===== src/rtl/pet_pkg.sv =====
// ----------------------------------------------------------------------------
// pet_pkg
// Shared types, constants and helpers of the Prewitt edge threshold block.
// ----------------------------------------------------------------------------
package pet_pkg;

    // field widths
    localparam int PIX_W      = 8;
    localparam int FW_W       = 11;
    localparam int FH_W       = 12;
    localparam int THR_W      = 11;
    localparam int THR_SQ_W   = 2 * THR_W;
    localparam int POS_W      = 22;
    localparam int WH_W       = FW_W + FH_W;
    localparam int SUM_W      = 10;
    localparam int SQ_W       = 2 * SUM_W;
    localparam int CFG_IDX_W  = 2;
    localparam int CFG_DATA_W = 12;

    // sizing defaults
    localparam int MAX_WIDTH_DEF = 1024;
    localparam int MIN_DIM       = 3;

    // register indexes
    localparam logic [CFG_IDX_W-1:0] REG_FRAME_WIDTH    = 2'd0;
    localparam logic [CFG_IDX_W-1:0] REG_FRAME_HEIGHT   = 2'd1;
    localparam logic [CFG_IDX_W-1:0] REG_EDGE_THRESHOLD = 2'd2;

    // register reset values and the products derived from them
    localparam logic [FW_W-1:0]     FW_RESET     = 11'd640;
    localparam logic [FH_W-1:0]     FH_RESET     = 12'd480;
    localparam logic [THR_W-1:0]    THR_RESET    = 11'd128;
    localparam logic [THR_SQ_W-1:0] THR_SQ_RESET = 22'd16384;
    localparam logic [WH_W-1:0]     WH_RESET     = 23'd307200;

    // item codes
    localparam logic OP_PIXEL = 1'b0;
    localparam logic OP_FLUSH = 1'b1;

    // output levels
    localparam logic [PIX_W-1:0] PIX_WHITE = 8'd255;
    localparam logic [PIX_W-1:0] PIX_BLACK = 8'd0;

    // luma weights, sum 256
    localparam logic [15:0] GRAY_WR = 16'd77;
    localparam logic [15:0] GRAY_WG = 16'd151;
    localparam logic [15:0] GRAY_WB = 16'd28;

    // one window column, top to bottom
    typedef struct packed {
        logic [PIX_W-1:0] top;
        logic [PIX_W-1:0] mid;
        logic [PIX_W-1:0] bot;
    } pet_col_t;

    // status of the position divider
    typedef struct packed {
        logic             busy;
        logic             done;
        logic [POS_W-1:0] quot;
        logic [FW_W-1:0]  rem;
    } pet_div_res_t;

    function automatic logic [PIX_W-1:0] gray_of(
        input logic [PIX_W-1:0] r,
        input logic [PIX_W-1:0] g,
        input logic [PIX_W-1:0] b
    );
        logic [15:0] acc;
        acc = GRAY_WR * {8'b0, r} + GRAY_WG * {8'b0, g} + GRAY_WB * {8'b0, b};
        return acc[15:8];
    endfunction

    function automatic logic [SUM_W-1:0] absdiff(
        input logic [SUM_W-1:0] a,
        input logic [SUM_W-1:0] b
    );
        logic [SUM_W-1:0] d;
        d = (a > b) ? (a - b) : (b - a);
        return d;
    endfunction

endpackage


===== src/rtl/pet_pos_divider.sv =====
// ----------------------------------------------------------------------------
// pet_pos_divider
// Restoring divider, one quotient bit a cycle: output position into
// row and column after a register write.
// ----------------------------------------------------------------------------
module pet_pos_divider (
    input  logic                          clk,
    input  logic                          rst_n,
    input  logic                          start,
    input  logic [pet_pkg::POS_W-1:0]     dividend,
    input  logic [pet_pkg::FW_W-1:0]      divisor,
    output pet_pkg::pet_div_res_t         res
);

    localparam int CNT_W = $clog2(pet_pkg::POS_W + 1);

    logic [CNT_W-1:0]              count_reg;
    logic                          done_reg;
    logic [pet_pkg::POS_W-1:0]     quot_reg;
    logic [pet_pkg::FW_W-1:0]      rem_reg;
    logic [pet_pkg::FW_W-1:0]      divisor_reg;

    logic [pet_pkg::FW_W:0]        shifted;
    logic                          q_bit;
    logic [pet_pkg::FW_W-1:0]      rem_step;

    // one restoring step
    always_comb
    begin
        shifted  = {rem_reg, quot_reg[pet_pkg::POS_W-1]};
        q_bit    = shifted >= {1'b0, divisor_reg};
        rem_step = q_bit ? pet_pkg::FW_W'(shifted - {1'b0, divisor_reg})
                         : shifted[pet_pkg::FW_W-1:0];
    end

    // step counter and completion pulse
    always_ff @(posedge clk or negedge rst_n)
    begin
        if (!rst_n)
        begin
            count_reg <= '0;
            done_reg  <= 1'b0;
        end
        else
        begin
            done_reg <= (count_reg == CNT_W'(1)) && !start;
            if (start)
            begin
                count_reg <= CNT_W'(pet_pkg::POS_W);
            end
            else if (count_reg != '0)
            begin
                count_reg <= count_reg - CNT_W'(1);
            end
        end
    end

    // quotient and remainder
    always_ff @(posedge clk)
    begin
        if (start)
        begin
            quot_reg    <= dividend;
            rem_reg     <= '0;
            divisor_reg <= divisor;
        end
        else if (count_reg != '0)
        begin
            quot_reg <= {quot_reg[pet_pkg::POS_W-2:0], q_bit};
            rem_reg  <= rem_step;
        end
    end

    assign res.busy = (count_reg != '0);
    assign res.done = done_reg;
    assign res.quot = quot_reg;
    assign res.rem  = rem_reg;

endmodule


===== config.mk =====
export PLATFORM = sky130hd
export DESIGN_NAME = pet_pos_divider
export DESIGN_NICKNAME = d
export VERILOG_FILES = /design/src/rtl/pet_pkg.sv /design/src/rtl/pet_pos_divider.sv
export SDC_FILE = /design/constraint.sdc
export NUM_CORES = 1
export LEC_CHECK = 0
export BUFFER_PORTS_ARGS = -buffer_cell sky130_fd_sc_hd__buf_2
export CORE_UTILIZATION = 57
export CTS_BUF_LIST = sky130_fd_sc_hd__clkbuf_8 sky130_fd_sc_hd__clkbuf_16
export DETAILED_ROUTE_END_ITERATION = 10
export HOLD_SLACK_MARGIN = 0.03
export PLACE_DENSITY = 0.95
export SYNTH_ARGS = -nofsm -noshare
export SYNTH_HDL_FRONTEND = slang
export SYNTH_SLANG_ARGS = --single-unit

===== constraint.sdc =====
create_clock -name clk -period 6.7 [get_ports clk]
set_clock_uncertainty 0.15 [all_clocks]
set_input_delay 1.005 -clock clk [delete_from_list [all_inputs] [get_ports clk]]
set_output_delay 1.005 -clock clk [all_outputs]
set_load 0.01 [all_outputs]

Yosys cells after proc, flatten, opt, wreduce, memory -nomap -nowiden

Cells that the tools add are included.

Add/subtract/negate cells: 2
Order comparisons: 1
Equal/unequal tests: 1
Muxes and demuxes: 5
Reductions and logical operators: 4

Operators by type and width:

| operator              | number |
|---|---|
| $mux W22              | 2 |
| $ge A12 B11 Y1        | 1 |
| $mux W11              | 1 |
| $sub A11 B11 Y11      | 1 |
| $mux W5               | 2 |
| $eq A5 B1 Y1 const B  | 1 |
| $reduce_bool A5 Y1    | 1 |
| $sub A5 B1 Y5 const B | 1 |
| $reduce_bool A2 Y1    | 1 |
| $logic_and A1 B1 Y1   | 1 |
| $logic_not A1 Y1      | 1 |

Register bits: 50
Input bits: 36
Output and inout bits: 35
Logic and storage cells: 18

Depth between registers and ports, before layout

Word-level depth: 3
Mapped depth: 11
Depth with buffers taken out: 9

Least setup slack after synthesis

OpenSTA, ideal clock, no wires.

Kind: register -> register
Start: register quot_reg[21] (netlist bit)
End: register quot_reg[0] (netlist bit) (data pin)
Library setup time: 260 ps
Arrival time: 2,122 ps
Slack: 4,168 ps
Cell stages (with the launch flop): 11
Path buffers: 2
Cells stage by stage: edfxtp_1 > inv_1 > ha_1 > fa_1 > nand2b_1 > a21oi_1 > o41a_1 > o21a_1 > buf_6 > buf_6 > mux2_2

Word-level cells in the longest chain between the ends: 3

Ends and longest elaborated chain:

| element                | line                  | RTL |
|---|---|---|
| start, declared        | pet_pos_divider.sv:19 | `logic [pet_pkg::POS_W-1:0] quot_reg;` |
| start signal, assigned | pet_pos_divider.sv:63 | `quot_reg <= dividend;` |
| start signal, assigned | pet_pos_divider.sv:69 | `quot_reg <= {quot_reg[pet_pkg::POS_W-2:0], q_bit};` |
| $ge A12 B11 Y1         | pet_pos_divider.sv:31 | `q_bit = shifted >= {1'b0, divisor_reg};` |
| $mux W22               | pet_pos_divider.sv:67 | `else if (count_reg != '0)` |
| $mux W22               | pet_pos_divider.sv:61 | `if (start)` |

Every way passes these cells. The select of a mux whose other input is x is not followed.
A chain may end at the register's enable or synchronous reset.

==> metrics.md <==
| Metric | Value |
|---|---|
| WL/cell | 16.3 um |
| Vias in the first global route | 2005 |
| Post-placement cell area | 3030 um2 |
| Critical Path, Cell by Cell | nor3_1 -> and2_1 -> inv_1 -> buf_2 |
| Post-detail-place hpwl | 3910 um |
| Post-CTS Resized | 0 |
| Yosys reg bits | 50 |
| Initial core utilization | 60.4% |
| CTS root buffer | clkbuf_8 |
| Non-Filler Instances | 350 |
| Fmax | 301 MHz |
| Layout area overhead | 17.1% |
| Max reg flops | 22 |
| Fin nets | 348 |
| Die ar. | 4980 um2 |
| Antenna violations before repair | 0 |
| Final routed DRC violation total | 4 |
| Total power | 0.692 mW |
| Setup Buffers After CTS | 0 |
| CTS H-tree depth | 2 |
| Via count | 2093 |
| VDD IR max | 180 uV |
| Post-synthesis sequential area ratio | 50.7% |
| Post-Route Utilization | 70.7% |
| Die Ht | 70.6 um |
| Worst EP arrival | 2170 ps |
| RSZ-0062 raised after global routing | no |
| First-pass GRT wire length | 9040 um |
| ANT cells | 0 |
| Final WL | 5720 um |
| Tmin final | 3320 ps |
| Placed Cells | 342 |
| Failing checks | DRC |
| CTS tree | yes |
| P_leak | 1.43 nW |
| Distinct cells, synth | 50 |
| Final cycle utilization of the critical path | 49.6% |
| Slew Limit Fails | 0 |
| Fillers | 319 |
| CORE AREA | 4440 um2 |
| Max Cap Viol | 0 |
| Setup TNS | 0 ps |
| Clk Latency, worst-skew pair | 310 ps |
| Row cnt | 24 |
| Deepest clock path buffer count | 2 |
| Ports | 71 |
| Syn_nets | 285 |
| Clock Pin Slew Worst Setup and Hold Paths | 90 ps |
| Final setup viols | 0 |
| Crit-path leading delay family | simple AND/OR/NAND/NOR gates |
| Ys flop type | edfxtp_1 |
| Num CTS Buffers | 5 |
| Crit start category | flip-flop |
| Largest net degree at the start of global routing | 54 |
| CP max stage delay | 440 ps |
| Worst Path Class, Setup | reg -> out |
| Pin slew with the least headroom to its limit | 1050 ps |
| Min-Delay Path Class | in -> async |
| Buf/Inv on CP | 2 |
| Final hold viol count | 0 |
| Post-synthesis average cell area | 11.5 um2 |
| PwrDens | 220 nW/um2 |
| Warnings from Yosys | 0 |
| Fraction of registers with async set/reset | 12.0% |
| Worst rel slew slack | 30.3% |
| Outcome | finished with violations |
| CP Data Required Time | 5540 ps |
| Synth Instances | 234 |
| Layout cells sized above 1 | 34.2% |
| Drt first-iter violations | 136 |
| Fin area | 3140 um2 |
| # hold bufs at CTS | 0 |
| Clock sinks | 50 |
| Die width | 70.6 um |
| Router iterations before antenna repair | 7 |
| Hold Slack | 348 ps |
| Crit path max fanout | 22 |
| Post-route ant nets | 0 |
| Critical Path Slowest Stage Cell | and2_1 |
| Critical Path End Type | primary output |
| Final worst slack | 3380 ps |
| Grt total ovfl | 0 |
| Number of port buffers | 70 |
| Global Route Usage Sum | 23.7% |
| Vias per cell | 5.98 |
| DP Worst Slack | 3640 ps |
| RD Place Congestion | 0.868 |
| Post-synth EDFFs | 33 |
| Post-synthesis cell area | 2680 um2 |
==> cells in the mapped netlist (2+ instances only) <==
library cell   n  area [um2]
a211oi_1       8        60.1
a211oi_2       2        25.0
a21o_1         2        15.0
a21oi_1        6        30.0
and3_1         2        12.5
and4_1         2        17.5
buf_1          3        11.3
buf_6          2        22.5
clkbuf_1       8        30.0
dfrtp_1        6         150
dfxtp_1       11         220
edfxtp_1      33         991
ha_1          14         175
inv_1         18        67.6
mux2_2        22         248
mux2i_1        7        70.1
nand2_1        7        26.3
nand2b_1       5        31.3
nand3_1        3        15.0
nor2_1        20        75.1
nor3_1         6        30.0
nor4_1         5        31.3
o21a_1         5        37.5
o21ai_0        6        30.0
or3_1          2        12.5
xnor2_1        5        43.8
==> worst reg2reg max path: stages, from the launching register on <==
cell      delay (ps)
edfxtp_1         370
inv_1             50
ha_1             240
fa_1             410
nand2b_1         180
a21oi_1          240
o41a_1           270
o21a_1           610
o21ai_0          240
a211oi_2         220
==> power breakdown <==
group / internal (mW) / switching (mW)
Sequential: 0.354 / 0.0130
Combinational: 0.0541 / 0.0592
Clock: 0.111 / 0.100
==> final cells by class <==
class                      instances  area, um2  area share [%]
timing repair buffer              71        358            11.4
inverter                          18       67.6            2.15
sequential                        50       1360            43.3
clock inverter                     3       42.5            1.35
tap                               52       65.1            2.07
clock buffer                       5       68.8            2.19
multi-input combinational        151       1180            37.5
==> final timing paths <==
path | from | end | slack (ps) | depth (start not counted)
worst max-delay path | count_reg[2]$_DFFE_PN0P_ | res[34] | 3380 | 4
worst min-delay path | rst_n | count_reg[4]$_DFFE_PN0P_ | 350 | 1
worst max register to register | quot_reg[21]$_DFFE_PP_ | rem_reg[9]$_SDFFE_PP0P_ | 3650 | 9
worst min register to register | count_reg[4]$_DFFE_PN0P_ | count_reg[4]$_DFFE_PN0P_ | 380 | 1
max in group asynchronous | rst_n | count_reg[2]$_DFFE_PN0P_ | 5910 | 1
min in group clk | count_reg[4]$_DFFE_PN0P_ | count_reg[4]$_DFFE_PN0P_ | 380 | 1
==> per-layer routing <==
| layer | vias up | global-route usage (%) | wire [um] |
|---|---|---|---|
| met4 | 0 | 8.44 | 153 |
| li1 | 988 | - | - |
| met2 | 100 | 42.9 | 2900 |
| met1 | 983 | 26.9 | 2220 |
| met5 | - | 0 | 0 |
| met3 | 22 | 6.70 | 438 |
==> placed cells by master (no fill, tap or decap), types with 2 or more instances in the layout <==
master | synthesis | layout
a21oi_1 | 6 | 6
a21o_1 | 2 | 2
or3_1 | 2 | 2
clkbuf_8 | 0 | 5
xnor2_1 | 5 | 5
mux2i_1 | 7 | 7
ha_1 | 14 | 14
nand3_1 | 3 | 3
o21a_1 | 5 | 5
nand2b_1 | 5 | 5
nor3_1 | 6 | 6
and3_1 | 2 | 2
a211oi_1 | 8 | 8
and4_1 | 2 | 2
dfrtp_1 | 6 | 6
buf_2 | 1 | 70
dfxtp_1 | 11 | 11
inv_1 | 18 | 18
o21ai_0 | 6 | 6
nor2_1 | 20 | 20
mux2_2 | 22 | 22
nand2_1 | 7 | 7
a211oi_2 | 2 | 2
nor4_1 | 5 | 5
edfxtp_1 | 33 | 33
==> cell families (layout without fill, tap and decap cells) <==
group,count (synthesis),in the layout,synth area share (%)
and+or+nand+nor,58,58,11.0
DFF,50,50,50.7
AOI/OAI and AO/OA,44,44,12.1
buffers and inverters,33,97,5.36
muxes,29,29,11.8
adders and majority gates,15,15,7.28
xor gates and xnor gates,5,5,1.63
No activity file was read; power rests on OpenSTA's default activity.
