[src/rtl/pet_pkg.sv]
// ----------------------------------------------------------------------------
// pet_pkg
// Shared types, constants and helpers of the Prewitt edge threshold block.
// ----------------------------------------------------------------------------
package pet_pkg;

    // field widths
    localparam int PIX_W      = 8;
    localparam int FW_W       = 11;
    localparam int FH_W       = 12;
    localparam int THR_W      = 11;
    localparam int THR_SQ_W   = 2 * THR_W;
    localparam int POS_W      = 22;
    localparam int WH_W       = FW_W + FH_W;
    localparam int SUM_W      = 10;
    localparam int SQ_W       = 2 * SUM_W;
    localparam int CFG_IDX_W  = 2;
    localparam int CFG_DATA_W = 12;

    // sizing defaults
    localparam int MAX_WIDTH_DEF = 1024;
    localparam int MIN_DIM       = 3;

    // register indexes
    localparam logic [CFG_IDX_W-1:0] REG_FRAME_WIDTH    = 2'd0;
    localparam logic [CFG_IDX_W-1:0] REG_FRAME_HEIGHT   = 2'd1;
    localparam logic [CFG_IDX_W-1:0] REG_EDGE_THRESHOLD = 2'd2;

    // register reset values and the products derived from them
    localparam logic [FW_W-1:0]     FW_RESET     = 11'd640;
    localparam logic [FH_W-1:0]     FH_RESET     = 12'd480;
    localparam logic [THR_W-1:0]    THR_RESET    = 11'd128;
    localparam logic [THR_SQ_W-1:0] THR_SQ_RESET = 22'd16384;
    localparam logic [WH_W-1:0]     WH_RESET     = 23'd307200;

    // item codes
    localparam logic OP_PIXEL = 1'b0;
    localparam logic OP_FLUSH = 1'b1;

    // output levels
    localparam logic [PIX_W-1:0] PIX_WHITE = 8'd255;
    localparam logic [PIX_W-1:0] PIX_BLACK = 8'd0;

    // luma weights, sum 256
    localparam logic [15:0] GRAY_WR = 16'd77;
    localparam logic [15:0] GRAY_WG = 16'd151;
    localparam logic [15:0] GRAY_WB = 16'd28;

    // one window column, top to bottom
    typedef struct packed {
        logic [PIX_W-1:0] top;
        logic [PIX_W-1:0] mid;
        logic [PIX_W-1:0] bot;
    } pet_col_t;

    // status of the position divider
    typedef struct packed {
        logic             busy;
        logic             done;
        logic [POS_W-1:0] quot;
        logic [FW_W-1:0]  rem;
    } pet_div_res_t;

    function automatic logic [PIX_W-1:0] gray_of(
        input logic [PIX_W-1:0] r,
        input logic [PIX_W-1:0] g,
        input logic [PIX_W-1:0] b
    );
        logic [15:0] acc;
        acc = GRAY_WR * {8'b0, r} + GRAY_WG * {8'b0, g} + GRAY_WB * {8'b0, b};
        return acc[15:8];
    endfunction

    function automatic logic [SUM_W-1:0] absdiff(
        input logic [SUM_W-1:0] a,
        input logic [SUM_W-1:0] b
    );
        logic [SUM_W-1:0] d;
        d = (a > b) ? (a - b) : (b - a);
        return d;
    endfunction

endpackage

[src/rtl/pet_window_cell.sv]
// ----------------------------------------------------------------------------
// pet_window_cell
// One column of the 3x3 window; takes its neighbour's column on each shift.
// ----------------------------------------------------------------------------
module pet_window_cell (
    input  logic                          clk,
    input  logic                          rst_n,
    input  logic                          shift_en,
    input  pet_pkg::pet_col_t             col_in,
    output pet_pkg::pet_col_t             col_out,
    output logic [pet_pkg::SUM_W-1:0]     col_sum
);

    pet_pkg::pet_col_t col_reg;

    // column storage
    always_ff @(posedge clk or negedge rst_n)
    begin
        if (!rst_n)
        begin
            col_reg <= '0;
        end
        else if (shift_en)
        begin
            col_reg <= col_in;
        end
    end

    // column sum for the horizontal gradient
    assign col_sum = pet_pkg::SUM_W'(col_reg.top) + pet_pkg::SUM_W'(col_reg.mid)
                   + pet_pkg::SUM_W'(col_reg.bot);
    assign col_out = col_reg;

endmodule

[config.mk]
export PLATFORM = sky130hd
export DESIGN_NAME = pet_window_cell
export DESIGN_NICKNAME = d
export VERILOG_FILES = /design/src/rtl/pet_pkg.sv /design/src/rtl/pet_window_cell.sv
export SDC_FILE = /design/constraint.sdc
export NUM_CORES = 1
export LEC_CHECK = 0
export BUFFER_PORTS_ARGS = -buffer_cell sky130_fd_sc_hd__buf_2
export CAP_MARGIN = 20
export CORE_AREA = 2 2 60 62
export DETAILED_ROUTE_END_ITERATION = 6
export DIE_AREA = 0 0 62 64
export PLACE_DENSITY_LB_ADDON = 0.25
export SLEW_MARGIN = 15
export SYNTH_ARGS = -nofsm -noshare
export SYNTH_HDL_FRONTEND = slang
export SYNTH_SLANG_ARGS = --single-unit
[constraint.sdc]
create_clock -name clk -period 3.6 [get_ports clk]
set_input_delay 0.54 -clock clk [delete_from_list [all_inputs] [get_ports clk]]
set_output_delay 0.54 -clock clk [all_outputs]
set_load 0.005 [all_outputs]
# Yosys cells after proc, flatten, opt, wreduce, memory -nomap -nowiden
# Cells that the tools add are included.
[op_classes]
n_addsub = 2
[ops]
columns = ["operator", "count"]
rows = [
  ["adder 9 x 8 -> 10 bit", 1],
  ["adder 8 x 8 -> 9 bit", 1],
]
[totals]
register_bits = 24
input_bits = 27
output_inout_bits = 34
elab_cells = 5

# Logic depth before layout (Yosys ltp)
# Gate-level depths: netlist of the first run.
[logic_depth]
ltp_word = 2
mapped_depth = 13
depth_no_buf = 13

# Worst setup path after synthesis of the first run
# OpenSTA, ideal clock, no wires.
[synth_timing]
path_kind = "reg-to-output"
start = "register col_reg, in the netlist col_out[8]"
end = "output col_sum[8] in the netlist's numbering"
t_arrival_ns = 2.465
required_time_ns = 3.060
slack_ns = 0.595
stages_incl_launch_ff = 14
path_buffers = 0
cell_sequence = "dfrtp_1 > ha_1 > inv_1 > fa_1 > nand2b_1 > nand2b_1 > a21oi_1 > xnor2_1 > ha_1 > nand3_1 > o2111ai_2 > a21o_1 > a21oi_2 > xor2_1"
[synth_between]
elab_chain_cells = 2
[synth_rtl]
columns = ["item", "line_no", "rtl"]
rows = [
  ["start, declared", "pet_window_cell.sv:14", "pet_pkg::pet_col_t col_reg;"],
  ["start signal, assigned", "pet_window_cell.sv:25", "col_reg <= col_in;"],
  ["adder 8 x 8 -> 9 bit", "pet_window_cell.sv:30", "assign col_sum = pet_pkg::SUM_W'(col_reg.top) + pet_pkg::SUM_W'(col_reg.mid)"],
  ["adder 9 x 8 -> 10 bit", "pet_window_cell.sv:31", "+ pet_pkg::SUM_W'(col_reg.bot);"],
  ["end, declared", "pet_window_cell.sv:11", "output logic [pet_pkg::SUM_W-1:0] col_sum"],
]
# No other way between the ends.

# Worst setup path after layout of the first run
[layout_timing]
start = "register col_reg, in the netlist col_out[8]"
end = "output col_sum[7] in the netlist's numbering"
# The elaborated chain is that of the path after synthesis.

==> metrics.csv, run 1 <==
stage,metric,value,unit
critical_path,crit_path_required_time,3.06,ns
drt,total_via_count_after_detailed_routing,1265,
finish,fraction_of_layout_cells_with_a_size_suffix_above_1,0.564,
drt,antenna_violating_nets_post_route,0,
clocking,clk_transition_reported_paths,0.13,ns
global_routing,first_pass_grt_wire_length,5.57,mm
power_and_ir_drop,seq_power_share,0.289,
placed_design,hpwlAfterDp,2.57,mm
synthesis,synth.cells.most_frequent,"dfrtp_1, mux2_2, ha_1",
clocking,ctsHtreeMaxLevel,1,
power_and_ir_drop,power.switching,0.000423,W
synthesis,yosys_warns,0,
timing,finalMaxSlewViolations,0,
floorplanning,io_pins,61,
worst_hold_path,hp-class,primary input to asynchronous set/reset pin,
synthesis,yosys-top-cells-area,"dfrtp_1, mux2_2, ha_1",
power_and_ir_drop,power_report.internal_total,0.000687,W
timing,timing.final.setup_violations,0,
run_status,status,completed,
synthesis,yosys.area.top_type,dfrtp_1,
finish,largest_register_ff_count,24,
floorplanning,die_height,64,um
synthesis,synth.yosys.seq_area_share,0.388,
critical_path,ff2ff_path_depth,2,
critical_path,start_point_of_the_critical_path,col_out[8],
synthesis,synth_enable_flop_cells,0,
timing,finalSetupTns,0,ns
drt,wirelength,3.39,mm
critical_path,r2r_end,col_out[11],
placed_design,placement.io_buffers,60,
timing,maxSlewHeadroom,0.636,
job,cap_violations,0,
critical_path,timing.reg2reg.setup_slack,2.66,ns
critical_path,crit_path_end,col_sum[7],
clocking,tritoncts,yes,
floorplanning,floorplan.initialDensity,0.472,
finish,final-seq-area,601,um2
clocking,tritoncts.num_buffers,3,
drt,via_density,5.06,
synthesis,netlist-cell-type-count,30,
global_routing,grt_overflow,0,
floorplanning,std_cell_rows,21,
timing,clock_skew,0,ns
timing,period_minus_slack,3.46,ns
power_and_ir_drop,powerDensity,538,nW/um2
critical_path,endpoint_kind,output pin,
synthesis,postSynthNetCount,182,
floorplanning,dieArea,3970,um2
synthesis,synth_seq_cells,24,
global_routing,initial_antenna_violation_count,0,
global_routing,grt_max_degree,27,
finish,multi_input_comb_area,992,um2
drt,post_drt_wl_per_cell,13.6,um
finish,antennaDiodeCount,0,
floorplanning,fp.dieW,62,um
critical_path,cp_data_arrival_time,2.92,ns
power_and_ir_drop,totalPowerFinal,0.00111,W
power_and_ir_drop,power.leakage,1.00,nW
critical_path,critical_path_peak_fanout,6,
drt,first_iter_violations,40,
timing,period_share,0.962,
global_routing,vias_in_the_first_global_route,1276,
synthesis,syn_area,1550,um2
finish,num-fill-cells,261,
synthesis,syn_area_per_cell,11.4,um2
critical_path,timing.critical_path.from_type,register,
finish,areaGrowthSynthToFinish,33.4,%
clocking,clock_tree_sinks,24,
drt,drt_pre_antenna_iters,4,
synthesis,syn_inst,136,
power_and_ir_drop,power.switching_fraction,0.381,
synthesis,postSynth.topFlopCell,dfrtp_1,
critical_path,path_cells,ha_2 -> inv_2 -> fa_2 -> nand2b_4 -> nand2b_4 -> a21oi_2 -> xnor2_1 -> ha_2 -> nand3_2 -> o211ai_4 -> nor4_2 -> nor3_2 -> xor2_1 -> buf_2,
floorplanning,fp.coreArea,3280,um2
power_and_ir_drop,irDropWorstVdd,190,uV
critical_path,worst_r2r_startpoint,col_out[11],
clocking,cts.path.max_buffers,2,
finish,num-nets-final,251,
power_and_ir_drop,combinationalPowerShare,0.583,
critical_path,worst-setup-path-type,register to output pin,
synthesis,yosys.cell_count.top_type,dfrtp_1,
drt,route.detailed.drc,0,
power_and_ir_drop,pwr-share-clk,0.129,
critical_path,worst_path_largest_cell_delay,0.40,ns
clocking,clock_tree.root_cell,clkbuf_4,
timing,clock.fmax,289,MHz
global_routing,globalRouteTotalUtil,0.184,
critical_path,crit_path_top_delay_cell,ha_2,
synthesis,area_fraction_of_the_dominant_cell_type_after_synthesis,0.388,
timing,number_of_hold_slack_violations_in_the_final_timing_report,0,
timing,worst_margin_slew,0.546,ns
placed_design,gp_routability_congestion,0.795,
synthesis,ys_async_sr_fraction,1.00,
clocking,clk-insertion-delay-late,0.31,ns
## area by class of cell
type                       instances  share of cell area
clock buffer                       4              0.0176
inverter                           7              0.0127
multi-input combinational        102               0.480
sequential                        24               0.291
tap                               46              0.0279
timing repair buffer              67               0.171
## routing by layer
metal / up-vias / GRT usage / part of all wire
li1: 628 / - / -
met1: 590 / 0.219 / 0.44
met2: 41 / 0.310 / 0.49
met3: 6 / 0.0324 / 0.053
met4: 0 / 0.0851 / 0.020
met5: - / 0 / 0
## worst min path at each step
stage | slack [ns] | cells after the start | end
CTS | 0.20 | 1 | col_out[20]
detailed placement | 0.52 | 1 | col_out[16]
floorplan | 0.24 | 0 | col_out[0]
global route | 0.21 | 1 | col_out[20]
finish | 0.19 | 1 | col_out[0]
global placement | 0.52 | 1 | col_out[16]
## power by group through the flow
stage,Sequential [W],Combinational (W),Clock (W)
floorplan,0.000324,0.000380,0
global placement,0.000323,0.000552,0
detailed placement,0.000325,0.000572,0
global route,0.000325,0.000719,0.000162
finish,0.000321,0.000647,0.000143
CTS,0.000319,0.000584,0.000149
## placed cells by master, fill, tap and decap left out, types with 2 or more instances in the layout
master	count
ha_4	2
a21o_1	3
nand2b_4	2
xor2_1	6
nor3_1	2
a21oi_2	4
nor2_1	4
nand3_1	2
inv_1	6
ha_2	3
mux2_2	22
nand2_1	6
ha_1	12
buf_2	60
o21ai_0	2
nand3_2	2
buf_4	7
dfrtp_1	24
xnor2_1	7
fa_2	2
a21oi_1	8
clkbuf_4	3
## critical path: cells and delay by family, from the launching register on
family / cells / cell delay [ns]
xor+xnor: 2 / 0.27
compound gates: 2 / 0.28
buf+inv: 2 / 0.16
simple gates: 5 / 0.59
fa+ha+maj: 3 / 0.94
flops: 1 / 0.38
## logic make-up after synthesis
group	count (synthesis)	share of synthesized area
DFF	24	0.388
buffers and inverters	10	0.0267
xor gates and xnor gates	13	0.0735
adders and majority gates	19	0.163
AOI/OAI and AO/OA	25	0.115
and+or+nand+nor	23	0.0743
muxes	22	0.160
## repair_timing
| item | in CTS | in global routing |
|---|---|---|
| gates resized for setup | 0 | 16 |
| setup buffers | 3 | 4 |
| hold buffers | 0 | 0 |
| pin swaps | 1 | 8 |
| setup endpoints to repair | 2 | 3 |
## through the flow
| step | setup slack [ns] | area [um2] | utilization | cells | hold slack, ns |
|---|---|---|---|---|---|
| global route | -0.0345 | 2070 | 0.629 | 250 | 0.213 |
| global placement | 0.443 | 1890 | 0.576 | 239 | 0.516 |
| floorplan | 0.595 | 1550 | - | 136 | 0.244 |
| CTS | 0.0114 | 1950 | 0.594 | 246 | 0.200 |
| detailed placement | 0.355 | 1890 | 0.576 | 239 | 0.523 |
| finish | 0.138 | 2070 | 0.629 | 250 | 0.189 |
Power figures use the tool's default switching activity.
==> run 2, diff against run 1 <==
Settings changed: CORE_AREA 2 2 60 62 to 5 5 63 65, DIE_AREA 0 0 62 64 to 0 0 68 70.
==> run 2 against run 1 <==
Non-clock buffer count rose by 3; highest routed layer unchanged; critical path type unchanged; sequential power about the same; global-route usage down 3.1 points.
==> metrics.csv, run 2 (same netlist as run 1, synthesis figures left out) <==
stage,metric,value,unit
placed_design,gp_routability_congestion,0.857,
timing,grt_setup_unrepaired,true,
finish,multi_input_comb_area,988,um2
drt,route.detailed.drc,0,
finish,fraction_of_layout_cells_with_a_size_suffix_above_1,0.565,
timing,period_minus_slack,3.46,ns
clocking,cts_hold_buf,0,
finish,largest_register_ff_count,24,
power_and_ir_drop,powerDensity,553,nW/um2
critical_path,cp_data_arrival_time,2.92,ns
clocking,tritoncts.num_buffers,3,
clocking,ctsHtreeMaxLevel,1,
global_routing,vias_in_the_first_global_route,1313,
power_and_ir_drop,seq_power_share,0.276,
critical_path,timing.reg2reg.setup_slack,2.58,ns
critical_path,r2r_end,col_out[8],
timing,clock_skew,0,ns
drt,drt_pre_antenna_iters,4,
floorplanning,die_height,70,um
drt,highest-signal-layer,met4,
critical_path,crit_path_required_time,3.06,ns
global_routing,first_pass_grt_wire_length,5.55,mm
drt,total_via_count_after_detailed_routing,1285,
timing,finalMaxSlewViolations,0,
floorplanning,dieArea,4760,um2
critical_path,critical_path_peak_fanout,6,
job,cap_violations,0,
critical_path,endpoint_kind,output pin,
drt,met2RoutedLength,1.87,mm
global_routing,initial_antenna_violation_count,0,
critical_path,ff2ff_path_depth,3,
global_routing,grt_max_degree,27,
drt,wl_met1,1.52,mm
timing,timing.final.setup_violations,0,
finish,num-nets-final,254,
clocking,clock_tree.root_cell,clkbuf_4,
power_and_ir_drop,irDropWorstVdd,204,uV
critical_path,path_cells,ha_2 -> and3_1 -> a21oi_2 -> nand2_1 -> nor2_1 -> xnor2_1 -> ha_2 -> nand2_2 -> o2111ai_4 -> a21o_1 -> a21oi_2 -> xor2_1 -> buf_2,
floorplanning,fp.coreArea,3280,um2
run_status,status,completed,
clocking,clk_transition_reported_paths,0.13,ns
clocking,cts.path.max_buffers,2,
critical_path,worst_r2r_startpoint,col_out[8],
finish,antennaDiodeCount,0,
finish,final-seq-area,601,um2
finish,leading_cell_type_in_the_layout_fill_and_taps_excluded,buf_2,
power_and_ir_drop,power.switching,0.000449,W
finish,areaGrowthSynthToFinish,34.6,%
worst_hold_path,hp-class,primary input to asynchronous set/reset pin,
placed_design,hpwlAfterDp,2.76,mm
placed_design,placement.io_buffers,60,
clocking,clock_tree_sinks,24,
critical_path,worst-setup-path-type,register to output pin,
timing,maxSlewHeadroom,0.631,
power_and_ir_drop,pwr-share-clk,0.128,
clocking,clk-insertion-delay-late,0.32,ns
finish,num-fill-cells,274,
timing,fin_hold_ws,0.166,ns
power_and_ir_drop,combinationalPowerShare,0.596,
timing,worst_margin_slew,0.554,ns
power_and_ir_drop,power.leakage,1.02,nW
drt,met3RoutedLength,210,um
floorplanning,fp.dieW,68,um
power_and_ir_drop,power.switching_fraction,0.390,
critical_path,worst_path_largest_cell_delay,0.41,ns
clocking,tritoncts,yes,
drt,wirelength,3.69,mm
timing,clock.fmax,289,MHz
finish,mostFrequentLayoutCells,"buf_2, dfrtp_1, mux2_2",
floorplanning,io_pins,61,
finish,final_core_util,0.635,
floorplanning,floorplan.initialDensity,0.472,
global_routing,grt_overflow,0,
timing,number_of_hold_slack_violations_in_the_final_timing_report,0,
critical_path,crit_path_top_delay_cell,dfrtp_1,
timing,finalSetupTns,0,ns
drt,via_density,5.08,
global_routing,globalRouteTotalUtil,0.153,
floorplanning,std_cell_rows,21,
critical_path,timing.critical_path.from_type,register,
drt,antenna_violating_nets_post_route,0,
timing,period_share,0.961,
drt,first_iter_violations,44,
drt,post_drt_wl_per_cell,14.6,um
power_and_ir_drop,power_report.internal_total,0.000703,W
==> run 2: stage by stage <==
step                      cells  worst slack [ns]  instance area, um2  power (W)
after floorplan             136             0.595                1550   0.000704
after global placement      239             0.441                1890   0.000880
after detailed placement    239             0.341                1890   0.000902
after CTS                   246            0.0147                1960    0.00107
after global routing        253           -0.0615                2080    0.00124
final                       253             0.139                2080    0.00115
==> run 2: power by group through the flow <==
stage | sequential [W] | combinational (W) | clock, W
global placement | 0.000323 | 0.000557 | 0
CTS | 0.000319 | 0.000594 | 0.000154
global route | 0.000322 | 0.000753 | 0.000163
detailed placement | 0.000325 | 0.000577 | 0
finish | 0.000318 | 0.000687 | 0.000147
floorplan | 0.000324 | 0.000380 | 0
==> run 2: how the worst max path moves through the flow <==
stage,start,to,slack (ns),depth (start not counted)
finish,col_out[12],col_sum[8],0.14,13
global route,col_out[8],col_sum[8],-0.06,14
CTS,col_out[12],col_sum[8],0.01,13
detailed placement,col_out[8],col_sum[7],0.34,14
global placement,col_out[8],col_sum[8],0.44,14
floorplan,col_out[8],col_sum[8],0.60,13
==> run 2: cell type report <==
type                            count  area share
Timing Repair Buffer               70       0.180
Tap cell                           46      0.0276
Clock buffer                        4      0.0174
Inverter                            7      0.0126
Sequential cell                    24       0.288
Multi-Input combinational cell    102       0.474
==> run 2: per-layer routing <==
metal | GRT usage | vias to the layer above
met5 | 0 | -
met4 | 0.0795 | 0
met3 | 0.0256 | 7
met2 | 0.255 | 43
met1 | 0.182 | 604
li1 | - | 631
==> run 2: repair_timing <==
item	in CTS	in global routing
setup buffers	3	7
pin swaps	4	11
resized for setup	1	16
setup endpoints to repair	2	4
==> run 2: worst max-delay path, delay by kind of cell (launching register included) <==
family	cells	cell delay (ns)
AO/OA/AOI/OAI	4	0.59
buffers and inverters	1	0.13
AND/OR/NAND/NOR	4	0.50
XOR/XNOR	2	0.28
flip-flops	1	0.41
adder cells (fa/ha/maj)	2	0.69
